`src/rtl/blf_pkg.sv`:
```
// ----------------------------------------------------------------------------
// blf_pkg
// Shared types and constants of the blank aware line folder.
// ----------------------------------------------------------------------------
package blf_pkg;

  localparam int          DEPTH_DEFAULT = 32;
  localparam int          LW_W          = 6;
  localparam logic [5:0]  WIDTH_RESET   = 6'd10;
  localparam int          QUEUE_DEPTH   = 2;

  localparam logic [7:0]  CH_SPACE      = 8'd32;
  localparam logic [7:0]  CH_TAB        = 8'd9;
  localparam logic [7:0]  CH_NL         = 8'd10;

  typedef enum logic [1:0] {
    KIND_EOT,
    KIND_NL,
    KIND_BLANK,
    KIND_CHAR
  } blf_kind_e;

  typedef enum logic [2:0] {
    S_IDLE,
    S_READ,
    S_SEND,
    S_NL,
    S_CRD,
    S_CWR
  } blf_state_e;

  typedef struct packed {
    logic [7:0] char_in;
    logic       end_of_text;
  } blf_in_t;

  typedef struct packed {
    logic [7:0] char_out;
    logic       last_of_run;
  } blf_out_t;

  typedef struct packed {
    logic [7:0] ch;
    blf_kind_e  kind;
  } blf_cls_t;

endpackage

```
`src/rtl/blf_front.sv`:
```
// ----------------------------------------------------------------------------
// blf_front
// Accepts input words, classifies them and holds them in a short queue.
// ----------------------------------------------------------------------------
module blf_front (
  input  logic              clk_i,
  input  logic              rst_ni,
  input  logic              in_valid_i,
  output logic              in_stall_o,
  input  blf_pkg::blf_in_t  in_data_i,
  output logic              q_valid_o,
  output blf_pkg::blf_cls_t q_data_o,
  input  logic              q_pop_i
);

  localparam int QD   = blf_pkg::QUEUE_DEPTH;
  localparam int QP_W = (QD > 1) ? $clog2(QD) : 1;
  localparam int QC_W = $clog2(QD + 1);

  blf_pkg::blf_cls_t entry_q [QD];
  logic [QP_W-1:0]   wptr_q, wptr_d, rptr_q, rptr_d;
  logic [QC_W-1:0]   count_q, count_d;
  blf_pkg::blf_cls_t cls;
  logic              push;

  always_comb begin
    cls.ch = in_data_i.char_in;
    if (in_data_i.end_of_text) begin
      cls.kind = blf_pkg::KIND_EOT;
    end else if (in_data_i.char_in == blf_pkg::CH_NL) begin
      cls.kind = blf_pkg::KIND_NL;
    end else if (in_data_i.char_in inside {blf_pkg::CH_SPACE, blf_pkg::CH_TAB}) begin
      cls.kind = blf_pkg::KIND_BLANK;
    end else begin
      cls.kind = blf_pkg::KIND_CHAR;
    end
  end

  assign in_stall_o = (count_q == QC_W'(QD));
  assign push       = in_valid_i && !in_stall_o;
  assign q_valid_o  = (count_q != '0);
  assign q_data_o   = entry_q[rptr_q];

  always_comb begin
    wptr_d  = wptr_q;
    rptr_d  = rptr_q;
    count_d = count_q;
    if (push) begin
      wptr_d = (wptr_q == QP_W'(QD - 1)) ? '0 : wptr_q + QP_W'(1);
    end
    if (q_pop_i) begin
      rptr_d = (rptr_q == QP_W'(QD - 1)) ? '0 : rptr_q + QP_W'(1);
    end
    if (push && !q_pop_i) begin
      count_d = count_q + QC_W'(1);
    end else if (!push && q_pop_i) begin
      count_d = count_q - QC_W'(1);
    end
  end

  always_ff @(posedge clk_i or negedge rst_ni) begin
    if (!rst_ni) begin
      wptr_q  <= '0;
      rptr_q  <= '0;
      count_q <= '0;
    end else begin
      wptr_q  <= wptr_d;
      rptr_q  <= rptr_d;
      count_q <= count_d;
    end
  end

  always_ff @(posedge clk_i) begin
    if (push) begin
      entry_q[wptr_q] <= cls;
    end
  end

endmodule

```
`src/rtl/blf_back.sv`:
```
// ----------------------------------------------------------------------------
// blf_back
// Line store, folding sequencer and output register.
// ----------------------------------------------------------------------------
module blf_back #(
  parameter int  BUFFER_DEPTH = blf_pkg::DEPTH_DEFAULT,
  localparam int CNT_W        = $clog2(BUFFER_DEPTH + 1),
  localparam int AW           = $clog2(BUFFER_DEPTH)
) (
  input  logic              clk_i,
  input  logic              rst_ni,
  input  logic [CNT_W-1:0]  weff_i,
  input  logic              q_valid_i,
  input  blf_pkg::blf_cls_t q_data_i,
  output logic              q_pop_o,
  output logic              out_valid_o,
  input  logic              out_stall_i,
  output blf_pkg::blf_out_t out_data_o
);

  logic [7:0] mem [BUFFER_DEPTH];
  logic [7:0] rdata_q;

  blf_pkg::blf_state_e state_q, state_d;

  logic [CNT_W-1:0] fill_q, fill_d;
  logic [AW-1:0]    lbp_q, lbp_d;
  logic             bs_q, bs_d;
  logic             at_q, at_d;
  logic             pb_q, pb_d;

  logic [CNT_W-1:0] idx_q, idx_d, len_q, len_d;
  logic             nl_q, nl_d;
  logic [CNT_W-1:0] src_q, src_d, dst_q, dst_d, cnt_q, cnt_d;

  logic             out_valid_q;
  blf_pkg::blf_out_t out_q;
  logic             slot_free;

  // item decode
  logic             store;
  logic [CNT_W-1:0] f1;
  logic [AW-1:0]    lbp1;
  logic             bs1, pb1;
  logic [CNT_W-1:0] rest;

  logic             mem_we, mem_re, out_load;
  logic [AW-1:0]    waddr, raddr;
  logic [7:0]       wdata;
  blf_pkg::blf_out_t out_new;

  assign slot_free = !out_valid_q || !out_stall_i;

  always_comb begin
    store = 1'b0;
    case (q_data_i.kind)
      blf_pkg::KIND_CHAR:  store = 1'b1;
      blf_pkg::KIND_BLANK: store = !(at_q || pb_q);
      default:             store = 1'b0;
    endcase
    f1   = fill_q;
    lbp1 = lbp_q;
    bs1  = bs_q;
    pb1  = pb_q;
    if (fill_q < CNT_W'(BUFFER_DEPTH)) begin
      f1 = fill_q + CNT_W'(1);
      if (q_data_i.kind == blf_pkg::KIND_BLANK) begin
        lbp1 = fill_q[AW-1:0];
        bs1  = 1'b1;
        pb1  = 1'b1;
      end else begin
        pb1 = 1'b0;
      end
    end
    rest = f1 - CNT_W'(lbp1) - CNT_W'(1);
  end

  // next state
  always_comb begin
    state_d = state_q;
    fill_d  = fill_q;
    lbp_d   = lbp_q;
    bs_d    = bs_q;
    at_d    = at_q;
    pb_d    = pb_q;
    idx_d   = idx_q;
    len_d   = len_q;
    nl_d    = nl_q;
    src_d   = src_q;
    dst_d   = dst_q;
    cnt_d   = cnt_q;
    case (state_q)
      blf_pkg::S_IDLE: begin
        if (q_valid_i) begin
          idx_d = '0;
          len_d = '0;
          nl_d  = 1'b0;
          cnt_d = '0;
          dst_d = '0;
          if (q_data_i.kind inside {blf_pkg::KIND_EOT, blf_pkg::KIND_NL}) begin
            len_d  = fill_q;
            nl_d   = (q_data_i.kind == blf_pkg::KIND_NL);
            fill_d = '0;
            lbp_d  = '0;
            bs_d   = 1'b0;
            at_d   = 1'b1;
            pb_d   = 1'b0;
          end else if (store) begin
            fill_d = f1;
            lbp_d  = lbp1;
            bs_d   = bs1;
            pb_d   = pb1;
            at_d   = 1'b0;
            if (f1 >= weff_i) begin
              nl_d  = 1'b1;
              lbp_d = '0;
              bs_d  = 1'b0;
              pb_d  = 1'b0;
              if (bs1) begin
                len_d = CNT_W'(lbp1);
                src_d = CNT_W'(lbp1) + CNT_W'(1);
                cnt_d = rest;
                fill_d = rest;
                at_d  = (rest == '0);
              end else begin
                len_d  = f1;
                fill_d = '0;
                at_d   = 1'b1;
              end
            end
          end
          if (len_d != '0) begin
            state_d = blf_pkg::S_READ;
          end else if (nl_d) begin
            state_d = blf_pkg::S_NL;
          end
        end
      end
      blf_pkg::S_READ: state_d = blf_pkg::S_SEND;
      blf_pkg::S_SEND: begin
        if (slot_free) begin
          idx_d = idx_q + CNT_W'(1);
          if (idx_d != len_q) begin
            state_d = blf_pkg::S_READ;
          end else if (nl_q) begin
            state_d = blf_pkg::S_NL;
          end else begin
            state_d = blf_pkg::S_IDLE;
          end
        end
      end
      blf_pkg::S_NL: begin
        if (slot_free) begin
          state_d = (cnt_q != '0) ? blf_pkg::S_CRD : blf_pkg::S_IDLE;
        end
      end
      blf_pkg::S_CRD: state_d = blf_pkg::S_CWR;
      blf_pkg::S_CWR: begin
        src_d   = src_q + CNT_W'(1);
        dst_d   = dst_q + CNT_W'(1);
        cnt_d   = cnt_q - CNT_W'(1);
        state_d = (cnt_q == CNT_W'(1)) ? blf_pkg::S_IDLE : blf_pkg::S_CRD;
      end
      default: state_d = blf_pkg::S_IDLE;
    endcase
  end

  // outputs of the sequencer
  always_comb begin
    q_pop_o  = 1'b0;
    mem_we   = 1'b0;
    mem_re   = 1'b0;
    waddr    = fill_q[AW-1:0];
    wdata    = q_data_i.ch;
    raddr    = idx_q[AW-1:0];
    out_load = 1'b0;
    out_new.char_out    = rdata_q;
    out_new.last_of_run = 1'b0;
    case (state_q)
      blf_pkg::S_IDLE: begin
        q_pop_o = q_valid_i;
        mem_we  = q_valid_i && store && (fill_q < CNT_W'(BUFFER_DEPTH));
      end
      blf_pkg::S_READ: mem_re = 1'b1;
      blf_pkg::S_SEND: begin
        out_load = slot_free;
        out_new.last_of_run = ((idx_q + CNT_W'(1)) == len_q) && !nl_q;
      end
      blf_pkg::S_NL: begin
        out_load = slot_free;
        out_new.char_out    = blf_pkg::CH_NL;
        out_new.last_of_run = 1'b1;
      end
      blf_pkg::S_CRD: begin
        mem_re = 1'b1;
        raddr  = src_q[AW-1:0];
      end
      blf_pkg::S_CWR: begin
        mem_we = 1'b1;
        waddr  = dst_q[AW-1:0];
        wdata  = rdata_q;
      end
      default: ;
    endcase
  end

  always_ff @(posedge clk_i) begin
    if (mem_we) begin
      mem[waddr] <= wdata;
    end
    if (mem_re) begin
      rdata_q <= mem[raddr];
    end
  end

  always_ff @(posedge clk_i or negedge rst_ni) begin
    if (!rst_ni) begin
      state_q     <= blf_pkg::S_IDLE;
      fill_q      <= '0;
      lbp_q       <= '0;
      bs_q        <= 1'b0;
      at_q        <= 1'b1;
      pb_q        <= 1'b0;
      idx_q       <= '0;
      len_q       <= '0;
      nl_q        <= 1'b0;
      src_q       <= '0;
      dst_q       <= '0;
      cnt_q       <= '0;
      out_valid_q <= 1'b0;
    end else begin
      state_q <= state_d;
      fill_q  <= fill_d;
      lbp_q   <= lbp_d;
      bs_q    <= bs_d;
      at_q    <= at_d;
      pb_q    <= pb_d;
      idx_q   <= idx_d;
      len_q   <= len_d;
      nl_q    <= nl_d;
      src_q   <= src_d;
      dst_q   <= dst_d;
      cnt_q   <= cnt_d;
      if (out_load) begin
        out_valid_q <= 1'b1;
      end else if (!out_stall_i) begin
        out_valid_q <= 1'b0;
      end
    end
  end

  always_ff @(posedge clk_i) begin
    if (out_load) begin
      out_q <= out_new;
    end
  end

  assign out_valid_o = out_valid_q;
  assign out_data_o  = out_q;

`ifndef ASSERT_OFF
  a_fill_range: assert property (@(posedge clk_i) disable iff (!rst_ni)
    fill_q <= CNT_W'(BUFFER_DEPTH))
    else $error("fill count beyond store depth");
  a_send_holds: assert property (@(posedge clk_i) disable iff (!rst_ni)
    (state_q == blf_pkg::S_SEND && !slot_free) |=>
      (state_q == blf_pkg::S_SEND && $stable(idx_q)))
    else $error("send step left while output blocked");
  a_pop_idle: assert property (@(posedge clk_i) disable iff (!rst_ni)
    q_pop_o |-> (state_q == blf_pkg::S_IDLE && q_valid_i))
    else $error("queue popped outside idle");
  a_copy_count: assert property (@(posedge clk_i) disable iff (!rst_ni)
    (state_q == blf_pkg::S_CRD || state_q == blf_pkg::S_CWR) |-> (cnt_q != '0))
    else $error("copy step with nothing to move");
`endif

endmodule

```
`src/rtl/blank_aware_line_folder.sv`:
```
// ----------------------------------------------------------------------------
// blank_aware_line_folder
// Folds a byte stream into lines no longer than the width, clamped 2..depth.
//
//   channel | direction | handshake            | payload
//   in      | input     | in_valid_i/in_stall_o | blf_in_t
//   out     | output    | out_valid_o/out_stall_i | blf_out_t
//   cfg     | input     | cfg_we_i             | cfg_wdata_i (line width)
//
// The back sequencer takes a stored or dropped byte in its idle state; an
// emitted byte passes a registered line store read, then the output register,
// an inserted newline only the output register, and a byte moved to the front
// after a fold is read, then written back. The line store is never read and
// written in the same state. No clearing pass after reset. Output stalls hold
// the sequencer; the input queue keeps accepting until it is full.
// ----------------------------------------------------------------------------
module blank_aware_line_folder #(
  parameter int BUFFER_DEPTH = blf_pkg::DEPTH_DEFAULT
) (
  input  logic                    clk_i,
  input  logic                    rst_ni,
  input  logic                    in_valid_i,
  output logic                    in_stall_o,
  input  blf_pkg::blf_in_t        in_data_i,
  output logic                    out_valid_o,
  input  logic                    out_stall_i,
  output blf_pkg::blf_out_t       out_data_o,
  input  logic                    cfg_we_i,
  input  logic [blf_pkg::LW_W-1:0] cfg_wdata_i
);

  localparam int CNT_W = $clog2(BUFFER_DEPTH + 1);
  localparam int WC    = (CNT_W > blf_pkg::LW_W) ? CNT_W : blf_pkg::LW_W;

  logic [blf_pkg::LW_W-1:0] width_q;
  logic [WC-1:0]            width_ext;
  logic [CNT_W-1:0]         weff;
  logic                     q_valid, q_pop;
  blf_pkg::blf_cls_t        q_data;

  always_ff @(posedge clk_i or negedge rst_ni) begin
    if (!rst_ni) begin
      width_q <= blf_pkg::WIDTH_RESET;
    end else if (cfg_we_i) begin
      width_q <= cfg_wdata_i;
    end
  end

  assign width_ext = WC'(width_q);

  always_comb begin
    if (width_ext < WC'(2)) begin
      weff = CNT_W'(2);
    end else if (width_ext > WC'(BUFFER_DEPTH)) begin
      weff = CNT_W'(BUFFER_DEPTH);
    end else begin
      weff = width_ext[CNT_W-1:0];
    end
  end

  blf_front u_front (
    .clk_i      (clk_i),
    .rst_ni     (rst_ni),
    .in_valid_i (in_valid_i),
    .in_stall_o (in_stall_o),
    .in_data_i  (in_data_i),
    .q_valid_o  (q_valid),
    .q_data_o   (q_data),
    .q_pop_i    (q_pop)
  );

  blf_back #(
    .BUFFER_DEPTH (BUFFER_DEPTH)
  ) u_back (
    .clk_i       (clk_i),
    .rst_ni      (rst_ni),
    .weff_i      (weff),
    .q_valid_i   (q_valid),
    .q_data_i    (q_data),
    .q_pop_o     (q_pop),
    .out_valid_o (out_valid_o),
    .out_stall_i (out_stall_i),
    .out_data_o  (out_data_o)
  );

endmodule

```
`config.mk`:
```
export PLATFORM = sky130hd
export DESIGN_NAME = blank_aware_line_folder
export DESIGN_NICKNAME = d
export VERILOG_FILES = /design/src/rtl/blf_pkg.sv /design/src/rtl/blf_front.sv /design/src/rtl/blf_back.sv /design/src/rtl/blank_aware_line_folder.sv
export SDC_FILE = /design/constraint.sdc
export NUM_CORES = 1
export LEC_CHECK = 0
export BUFFER_PORTS_ARGS = -buffer_cell sky130_fd_sc_hd__buf_2
export CORE_AREA = 2 2 189 191
export DETAILED_ROUTE_END_ITERATION = 10
export DIE_AREA = 0 0 191 193
export PLACE_DENSITY_LB_ADDON = 0.2
export REMOVE_ABC_BUFFERS = 1
export SYNTH_ARGS = -nofsm -noshare
export SYNTH_HDL_FRONTEND = slang
export SYNTH_HIERARCHICAL = 1
export SYNTH_SLANG_ARGS = --single-unit
```
`constraint.sdc`:
```
create_clock -name clk_i -period 3.9 [get_ports clk_i]
set_clock_uncertainty 0.2 [all_clocks]
set_input_delay 0.195 -clock clk_i [delete_from_list [all_inputs] [get_ports clk_i]]
set_output_delay 0.195 -clock clk_i [all_outputs]
set_load 0.02 [all_outputs]
```
==> flow_metrics.env, run 1 <==
export IMPL_start_util=0.444
export IMPL_maxSlewViolCount=0
export IMPL_drv_cap=0
export IMPL_rsz0062_at_grt="false"
export IMPL_synth_edf_count=293
export IMPL_clk_pin_slew_ps=60
export IMPL_nets=1367
export IMPL_synthTopCellsByArea="edfxtp_1 57%, dfrtp_1 8.7%, nand2_1 5.4%"
export IMPL_ys_warn_count=6
export IMPL_ys_seq_elements=350
export IMPL_power_mw=8.19
export IMPL_fillers=3011
export IMPL_grt_pass1_wl_mm=58.8
export IMPL_r2r_slack_ps=250
export IMPL_die_area_um2=36900
export IMPL_post_cts_resized=0
export IMPL_drt_iter0_markers=802
export IMPL_area_growth_pct=15.5
export IMPL_relSlewSlack=0.177
export IMPL_drc_errors=0
export IMPL_diodes=0
export IMPL_syn_area_um2=15500
export IMPL_post_drt_wl_per_cell_um=20.9
export IMPL_reg2reg_from="u_front/rptr_q"
export IMPL_grt_util_all_layers=0.210
export IMPL_finalHoldViolCount=0
export IMPL_io_pin_count=31
export IMPL_cts_tree="done"
export IMPL_vias=10171
export IMPL_synth_distinct_cells=70
export IMPL_grt_max_degree=65
export IMPL_critPathCaptureType="flop"
export IMPL_fin_area_um2=17900
export IMPL_worstPathMaxFanout=10
export IMPL_final_antenna_net_count=0
export IMPL_synthesis_instances=1224
export IMPL_netlist_area_leader_share=0.567
export IMPL_htreeDepth=2
export IMPL_setup_tns_ps=0
export IMPL_routed_via_density=5.60
export IMPL_finalSetupViolations=0
export IMPL_worst_slew_pin_slew_ps=1230
export IMPL_avgSynthCellArea_um2=12.7
export IMPL_timing_final_crit_share=0.937
export IMPL_yosysSeqAreaShare=0.659
export IMPL_clock_sinks=350
export IMPL_die_h_um=193
export IMPL_period_needed_ps=3650
export IMPL_grt_pass1_vias=9912
export IMPL_wl_mm=37.9
export IMPL_status="finished, final reports clean"
export IMPL_max_freq_mhz=274
export IMPL_core_um2=35000
export IMPL_synth_common_cells="293 x edfxtp_1, 224 x nand2_1, 111 x nor2_1, 79 x mux2i_1, 65 x a32oi_1"
export IMPL_gp_congestion=0.893
export IMPL_place_hpwl_mm=24.7
export IMPL_grt_overflow_total=0
export IMPL_drive_above_1_share=0.125
export IMPL_rows=69
export IMPL_cts_buffers=38
export IMPL_cts_setup_buffers=0
export IMPL_cp_arrival_ps=3920
export IMPL_cts_root_buf="clkbuf_16"
export IMPL_cts_buffer_depth=3
export IMPL_drt_pass1_iter_count=5
export IMPL_holdWs_ps=194
export IMPL_crit_required_ps=4170
export IMPL_die_w_um=191
export IMPL_worst_skew_pair_late_latency_ps=540
export IMPL_critPathLaunchType="flop"
export IMPL_synth_main_ff_cell="edfxtp_1"
export IMPL_ir_worst_vdd_mv=0.307
export IMPL_grt_antenna_before_repair=0
export IMPL_synth_most_common_cell="edfxtp_1"
export IMPL_rr_worst_depth=12
export IMPL_leakage_nw=6.31
export IMPL_io_buffers=30
export IMPL_r2r_end="u_back/at_q"
export IMPL_post_route_util=0.512
export IMPL_dpl_cell_area_um2=16500
export IMPL_yosys_area_top_type="edfxtp_1"
export IMPL_critical_path_class="flop to flop"
export IMPL_hold_class="input pin to asynchronous set/reset pin"
export IMPL_p_per_area_nw_per_um2=457
export IMPL_ys_async_sr_fraction=0.163
## worst max-delay path, cell delays in order, from the launching register on
cell	delay, ps
dfrtp_1	400
mux2_1	410
or3b_1	590
buf_4	240
mux2_2	290
inv_1	90
ha_1	260
o21ai_0	90
o21bai_1	90
a21oi_1	320
xnor2_1	110
o311ai_0	320
and3_1	200
## routing by layer
| metal | global-route usage | share of wire |
|---|---|---|
| met3 | 0.0355 | 0.057 |
| met1 | 0.296 | 0.45 |
| met5 | 0 | 0 |
| met2 | 0.336 | 0.47 |
| met4 | 0.0632 | 0.025 |
## metrics by stage
stage	setup WS, ps	instances
2_1_floorplan	54.4	1171
3_3_place_gp	344	1723
3_5_place_dp	350	1723
4_1_cts	316	1817
5_1_grt	47.3	1817
6_report	247	1817
## registers in the layout, indices dropped and copies added (netlist names), 6 cells and up
register and flops:
u_back/len_q 6, u_back/fill_q 6, u_back/rdata_q 8, u_back/out_data_o 9, width_ext 6, u_front/entry_q 20
u_back/idx_q 6, u_back/cnt_q 6, u_back/mem 256
## worst max-delay path by stage
stage,start,endpoint,slack (ps),cells past startpoint
global placement,u_front/rptr_q,u_back/at_q,340,12
finish,u_front/rptr_q,u_back/at_q,250,12
detailed placement,u_front/rptr_q,u_back/at_q,350,12
global route,u_front/rptr_q,u_back/at_q,50,11
floorplan,u_back/state_q[0],u_back/rdata_q[6],50,6
CTS,u_front/rptr_q,u_back/at_q,320,12
## cells in the final DEF, fill, tap and decap left out, types with 4 or more instances in the layout
cell type      count
a21o_1             4
a21oi_1           27
a221oi_1           5
a31oi_1            8
a32oi_1           65
and2_1            16
buf_12             4
buf_2             30
buf_4             57
clkbuf_1          13
clkbuf_16         39
clkinv_1           6
clkinv_2           4
dfrtp_1           54
dlygate4sd3_1     26
edfxtp_1         293
ha_1              18
inv_1             28
mux2_1             9
mux2_2            10
mux2i_1           79
nand2_1          224
nand2b_1          12
nand3_1           13
nand3b_1           6
nand4_1           21
nor2_1           111
nor2_2             5
nor2b_1           15
nor3_1            15
o21ai_0           44
o31ai_1            6
or3_1              4
xnor2_1           11
xor2_1             9
## report_power, final
| part | switching [mW] | internal, mW | leakage (nW) |
|---|---|---|---|
| clock network | 1.44 | 1.98 | 0.567 |
| registers | 0.0302 | 4.25 | 3.34 |
| logic | 0.343 | 0.145 | 2.41 |
| total | 1.81 | 6.37 | 6.31 |
## final cells by class
type / instances / area [µm²] / area share
flip-flops and latches: 350 / 10200 / 0.571
multi-input cells: 792 / 4900 / 0.274
clock buffers: 52 / 1020 / 0.0572
repair buffers: 117 / 918 / 0.0513
well taps: 461 / 577 / 0.0322
clock inverters: 16 / 151 / 0.00845
inverters: 29 / 109 / 0.00608
## logic make-up (layout without fill, tap and decap cells)
family | after synthesis | after routing | synth area share
compound gates | 195 | 195 | 0.0903
simple gates | 457 | 457 | 0.131
mux | 101 | 101 | 0.0679
buf+inv | 82 | 214 | 0.0247
flops | 350 | 350 | 0.659
xor+xnor | 20 | 20 | 0.0113
fa+ha+maj | 19 | 19 | 0.0158
## what timing repair did
action | 4_1_cts | 5_1_grt
endpoints found under the hold margin | 73 | 0
setup endpoints to repair | 0 | 0
hold buffers | 26 | 0
Power figures use the tool's default switching activity.
==> run 2: changes to the inputs <==
--- a/config.mk
+++ b/config.mk
@@ -6,6 +6,7 @@
 export NUM_CORES = 1
 export LEC_CHECK = 0
 export BUFFER_PORTS_ARGS = -buffer_cell sky130_fd_sc_hd__buf_2
+export CAP_MARGIN = 20
 export CORE_AREA = 2 2 189 191
 export DETAILED_ROUTE_END_ITERATION = 10
 export DIE_AREA = 0 0 191 193
==> constraint.sdc (replaced) <==
create_clock -name clk_i -period 4 [get_ports clk_i]
set_clock_uncertainty 0.2 [all_clocks]
set_input_delay 0.2 -clock clk_i [delete_from_list [all_inputs] [get_ports clk_i]]
set_output_delay 0.2 -clock clk_i [all_outputs]
set_load 0.02 [all_outputs]
==> run 2 against run 1 <==
Total power down 1.9%. Register-to-register slack improved by 210 ps. Die area unchanged. Via count increased by 0.42%. Wire length rose by 2.6%. Sequential cell count unchanged. Count of clock-buffer cells in the layout fell by 4. Setup slack better by 210 ps. First-iteration DRC count rose by 1.4%.
==> flow_metrics.env, run 2 (synthesis results as in run 1) <==
export IMPL_drv_cap=0
export IMPL_nets=1372
export IMPL_ctsHoldBuffers=26
export IMPL_post_drt_wl_per_cell_um=21.3
export IMPL_most_common_layout_cells="293 x edfxtp_1, 224 x nand2_1, 111 x nor2_1"
export IMPL_drc_errors=0
export IMPL_timing_final_crit_share=0.885
export IMPL_place_hpwl_mm=25.6
export IMPL_diodes=0
export IMPL_cts_tree="done"
export IMPL_grt_pass1_wl_mm=59.6
export IMPL_grt_max_degree=65
export IMPL_final_antenna_net_count=0
export IMPL_drt_iter0_markers=813
export IMPL_core_um2=35000
export IMPL_leakage_nw=6.35
export IMPL_p_sw_mw=1.77
export IMPL_drt_pass1_iter_count=5
export IMPL_wl_mm=38.9
export IMPL_relSlewSlack=0.328
export IMPL_crit_required_ps=4270
export IMPL_max_freq_mhz=282
export IMPL_rsz0062_at_grt="false"
export IMPL_p_comb_frac=0.060
export IMPL_p_clk_frac=0.421
export IMPL_start_util=0.444
export IMPL_grt_util_all_layers=0.215
export IMPL_setup_tns_ps=0
export IMPL_grt_overflow_total=0
export IMPL_area_growth_pct=15.9
export IMPL_critical_path_class="flop to flop"
export IMPL_rows=69
export IMPL_drive_above_1_share=0.132
export IMPL_fillers=2999
export IMPL_worstPathMaxFanout=9
export IMPL_io_buffers=30
export IMPL_intPower_mw=6.27
export IMPL_routed_via_density=5.61
export IMPL_worst_slew_pin_slew_ps=1010
export IMPL_clk_pin_slew_ps=60
export IMPL_period_needed_ps=3540
export IMPL_grt_antenna_before_repair=1
export IMPL_r2r_slack_ps=460
export IMPL_dpl_cell_count=1729
export IMPL_swShare=0.220
export IMPL_die_h_um=193
export IMPL_post_cts_resized=0
export IMPL_ir_worst_vdd_mv=0.315
export IMPL_cts_buffer_depth=3
export IMPL_largest_register_ffs=256
export IMPL_status="finished, final reports clean"
export IMPL_finalSetupViolations=0
export IMPL_p_per_area_nw_per_um2=447
export IMPL_htreeDepth=2
export IMPL_io_pin_count=31
export IMPL_grt_pass1_vias=10008
export IMPL_die_w_um=191
export IMPL_finalHoldViolCount=0
export IMPL_worst_skew_pair_late_latency_ps=540
export IMPL_cts_root_buf="clkbuf_16"
export IMPL_vias=10214
export IMPL_rr_worst_depth=12
export IMPL_cp_arrival_ps=3810
export IMPL_critPathLaunchType="flop"
export IMPL_hold_class="input pin to asynchronous set/reset pin"
export IMPL_gp_congestion=0.944
export IMPL_cts_buffers=37
export IMPL_cts_setup_buffers=0
export IMPL_final_common_cell="edfxtp_1"
export IMPL_maxSlewViolCount=0
export IMPL_final_cells=1821
export IMPL_pwr_share_seq=0.519
export IMPL_critPathCaptureType="flop"
export IMPL_largest_register="u_back/mem"
export IMPL_die_area_um2=36900
export IMPL_clock_sinks=350
run 2: cell types whose count changed in the layout (fill, tap and decap cells not counted):
cell,delta
buf_4,+7
clkbuf_1,-5
clkbuf_8,+2
buf_12,-1
bufinv_16,+1
clkbuf_16,-1
clkinv_8,-1
clkinvlp_4,+1
inv_16,+1
run 2: worst max-delay path: stages, from the launching register on:
cell and delay (ps):
dfrtp_1 400, mux2_1 440, or3b_1 470, buf_4 200, a21o_1 220, inv_2 80, ha_1 230, a211oi_1 280
o21bai_1 120, a21oi_1 260, xnor2_1 90, o311ai_0 300, and3_1 190
run 2: layer usage:
layer | routed length (µm) | global-route usage | vias to the layer above
met2 | 17800 | 0.336 | 315
met5 | 0 | 0 | -
li1 | - | - | 4775
met4 | 1040 | 0.0722 | 0
met3 | 2130 | 0.0306 | 64
met1 | 17900 | 0.309 | 5060
run 2: cell type report:
cell class | instances | area [µm²] | area share
clock buffer | 48 | 1010 | 0.0561
clock inverter | 18 | 193 | 0.0107
inverter | 29 | 109 | 0.00606
multi-input combinational | 792 | 4900 | 0.273
sequential | 350 | 10200 | 0.569
tap | 461 | 577 | 0.0321
timing repair buffer | 123 | 951 | 0.0529
run 2: power groups by stage:
stage / Combinational, mW / Clock (mW) / Sequential, mW
6_report: 0.483 / 3.38 / 4.17
3_3_place_gp: 0.452 / 0 / 4.24
2_1_floorplan: 0.246 / 0 / 4.24
3_5_place_dp: 0.465 / 0 / 4.24
5_1_grt: 0.528 / 3.60 / 4.17
4_1_cts: 0.488 / 3.45 / 4.17
run 2: path summary, 6_finish.rpt:
kind | startpoint | end
worst min register to register | u_front/wptr_q | u_front/wptr_q
min in group clk_i | in_data_i[3] | u_front/entry_q[1][4]
max in group asynchronous | rst_ni | u_back/idx_q[4]
worst min-delay path | rst_ni | width_ext[0]
worst max register to register | u_front/rptr_q | u_back/at_q
worst max-delay path | u_front/rptr_q | u_back/at_q
run 2: stage by stage:
| step | total power, mW | util | area (µm²) | worst slack, ps | hold slack, ps |
|---|---|---|---|---|---|
| 6_report | 8.03 | 0.514 | 18000 | 460 | 209 |
| 3_5_place_dp | 4.71 | 0.472 | 16500 | 513 | 209 |
| 5_1_grt | 8.30 | 0.514 | 18000 | 209 | 224 |
| 3_3_place_gp | 4.69 | 0.472 | 16500 | 544 | 209 |
| 4_1_cts | 8.11 | 0.514 | 18000 | 506 | 218 |
| 2_1_floorplan | 4.48 | - | 15200 | 154 | -296 |
==> run 3: changes to the inputs <==
--- a/config.mk
+++ b/config.mk
@@ -11,6 +11,7 @@
 export DETAILED_ROUTE_END_ITERATION = 10
 export DIE_AREA = 0 0 191 193
 export PLACE_DENSITY_LB_ADDON = 0.2
+export RECOVER_POWER = 100
 export REMOVE_ABC_BUFFERS = 1
 export SYNTH_ARGS = -nofsm -noshare
 export SYNTH_HDL_FRONTEND = slang
==> run 3 against run 2 <==
The flow now finishes with violations (max-capacitance violations, max-slew violations). Combinational power decreased by 3%. Via count barely moved. Die area did not move. Global-route usage is the same. Highest routed layer unchanged. Sequential share of layout area up 0.65 points.
==> flow_metrics.env, run 3 (synthesis results as in run 1) <==
export IMPL_gp_congestion=0.944
export IMPL_post_cts_resized=0
export IMPL_grt_util_all_layers=0.215
export IMPL_reg2reg_from="u_back/state_q[0]"
export IMPL_hp_start="in_data_i[3]"
export IMPL_cts_root_buf="clkbuf_16"
export IMPL_max_freq_mhz=279
export IMPL_largest_register_ffs=256
export IMPL_nets=1372
export IMPL_routed_via_density=5.61
export IMPL_final_common_cell="edfxtp_1"
export IMPL_final_antenna_net_count=0
export IMPL_grt_pass1_wl_mm=59.6
export IMPL_period_needed_ps=3580
export IMPL_grt_pass1_vias=10008
export IMPL_area_growth_pct=14.6
export IMPL_ir_worst_vdd_mv=0.310
export IMPL_vias=10219
export IMPL_io_buffers=30
export IMPL_rsz0062_at_grt="false"
export IMPL_finalHoldViolCount=0
export IMPL_grt_overflow_total=0
export IMPL_drive_above_1_share=0.0846
export IMPL_status="finished, violations left"
export IMPL_violations="max-capacitance violations, max-slew violations"
export IMPL_multi_input_area_um2=4900
export IMPL_cts_buffer_depth=3
export IMPL_die_h_um=193
export IMPL_drt_pass1_iter_count=5
export IMPL_grt_max_degree=65
export IMPL_worst_skew_pair_late_latency_ps=540
export IMPL_critPathLaunchType="flop"
export IMPL_cts_tree="done"
export IMPL_holdPathEnd="u_front/entry_q[1][4]"
export IMPL_drt_iter0_markers=798
export IMPL_place_hpwl_mm=25.6
export IMPL_rows=69
export IMPL_critical_path_top_delay_family="buffers and inverters"
export IMPL_clock_sinks=350
export IMPL_worstPathMaxFanout=23
export IMPL_finalWorstSetupSlack_ps=415
export IMPL_rr_worst_depth=8
export IMPL_die_w_um=191
export IMPL_largest_register="u_back/mem"
export IMPL_htreeDepth=2
export IMPL_path_buf_inv=2
export IMPL_hold_class="input pin to flop"
export IMPL_fillers=3053
export IMPL_seqCellArea_um2=10200
export IMPL_io_pin_count=31
export IMPL_maxSlewViolCount=41
export IMPL_cts_buffers=37
export IMPL_leakage_nw=6.12
export IMPL_dpl_cell_count=1729
export IMPL_start_util=0.444
export IMPL_post_drt_wl_per_cell_um=21.3
export IMPL_cp_slowest_cell="clkbuf_1"
export IMPL_timing_final_crit_share=0.896
export IMPL_p_per_area_nw_per_um2=452
export IMPL_drc_errors=0
export IMPL_grt_antenna_before_repair=1
export IMPL_finalSetupViolations=0
export IMPL_cp_arrival_ps=3550
export IMPL_most_common_layout_cells="293 x edfxtp_1, 224 x nand2_1, 111 x nor2_1"
export IMPL_cts_setup_buffers=0
export IMPL_dp_slack_ps=513
export IMPL_crit_required_ps=3960
export IMPL_r2r_slack_ps=420
export IMPL_relSlewSlack=-0.616
export IMPL_power_mw=8.03
export IMPL_holdWs_ps=250
export IMPL_core_um2=35000
export IMPL_die_area_um2=36900
export IMPL_ctsHoldBuffers=26
export IMPL_slowest_delay_ps=900
export IMPL_drv_cap=1
export IMPL_final_cells=1821
export IMPL_setup_tns_ps=0
export IMPL_critical_path_class="flop to flop"
export IMPL_crit_path_frequent_cell="nand2_1"
export IMPL_critPathCaptureType="flop"
export IMPL_cp_cell_sequence="nand2_1, nor2_1, clkbuf_1, nand2_1, nand2_1, nand2_1, nor2_1, clkbuf_1"
export IMPL_whs_path_depth=2
export IMPL_r2r_end="u_back/mem[10][3]"
export IMPL_worst_slew_pin_slew_ps=2420
export IMPL_diodes=0
export IMPL_clk_pin_slew_ps=60
export IMPL_wl_mm=38.9
## run 3: cell types whose count changed in the layout (fill, tap and decap cells not counted), moves of 7 or more
cell      change
clkbuf_1     +60
buf_4        -48
buf_2        -20
clkbuf_2      +8
and2_0        +7
and2_1        -7
## run 3: worst max path at each step
| stage | startpoint | endpoint | cells past startpoint |
|---|---|---|---|
| 2_1_floorplan | u_back/state_q[0] | u_back/rdata_q[6] | 6 |
| 3_3_place_gp | u_front/rptr_q | u_back/at_q | 12 |
| 3_5_place_dp | u_front/rptr_q | u_back/at_q | 12 |
| 4_1_cts | u_front/rptr_q | u_back/at_q | 12 |
| 5_1_grt | u_back/state_q[0] | u_back/mem[10][4] | 8 |
| 6_report | u_back/state_q[0] | u_back/mem[10][3] | 8 |
## run 3: cell type report
cell class,count,share of cell area
clock buffers,48,0.0568
clock inverters,18,0.0108
inverters,29,0.00613
multi-input cells,792,0.276
flip-flops and latches,350,0.576
well taps,461,0.0325
repair buffers,123,0.0425
## run 3: power breakdown
part | switching (mW) | leakage [nW] | internal [mW] | total [mW]
Sequential | 0.0286 | 3.34 | 4.15 | 4.17
Combinational | 0.345 | 2.20 | 0.124 | 0.469
Clock | 1.40 | 0.581 | 1.99 | 3.39
## run 3: metrics by stage
step | area [µm²] | util
finish | 17800 | 0.508
global route | 17800 | 0.508
CTS | 18000 | 0.514
detailed placement | 16500 | 0.472
global placement | 16500 | 0.472
floorplan | 15200 | -
## run 3: metal layers
| metal | GRT usage | vias to the layer above | part of all wire |
|---|---|---|---|
| met1 | 0.309 | 5093 | 0.46 |
| met3 | 0.0306 | 66 | 0.050 |
| li1 | - | 4773 | - |
| met4 | 0.0722 | 0 | 0.028 |
| met5 | 0 | - | 0 |
| met2 | 0.336 | 287 | 0.46 |
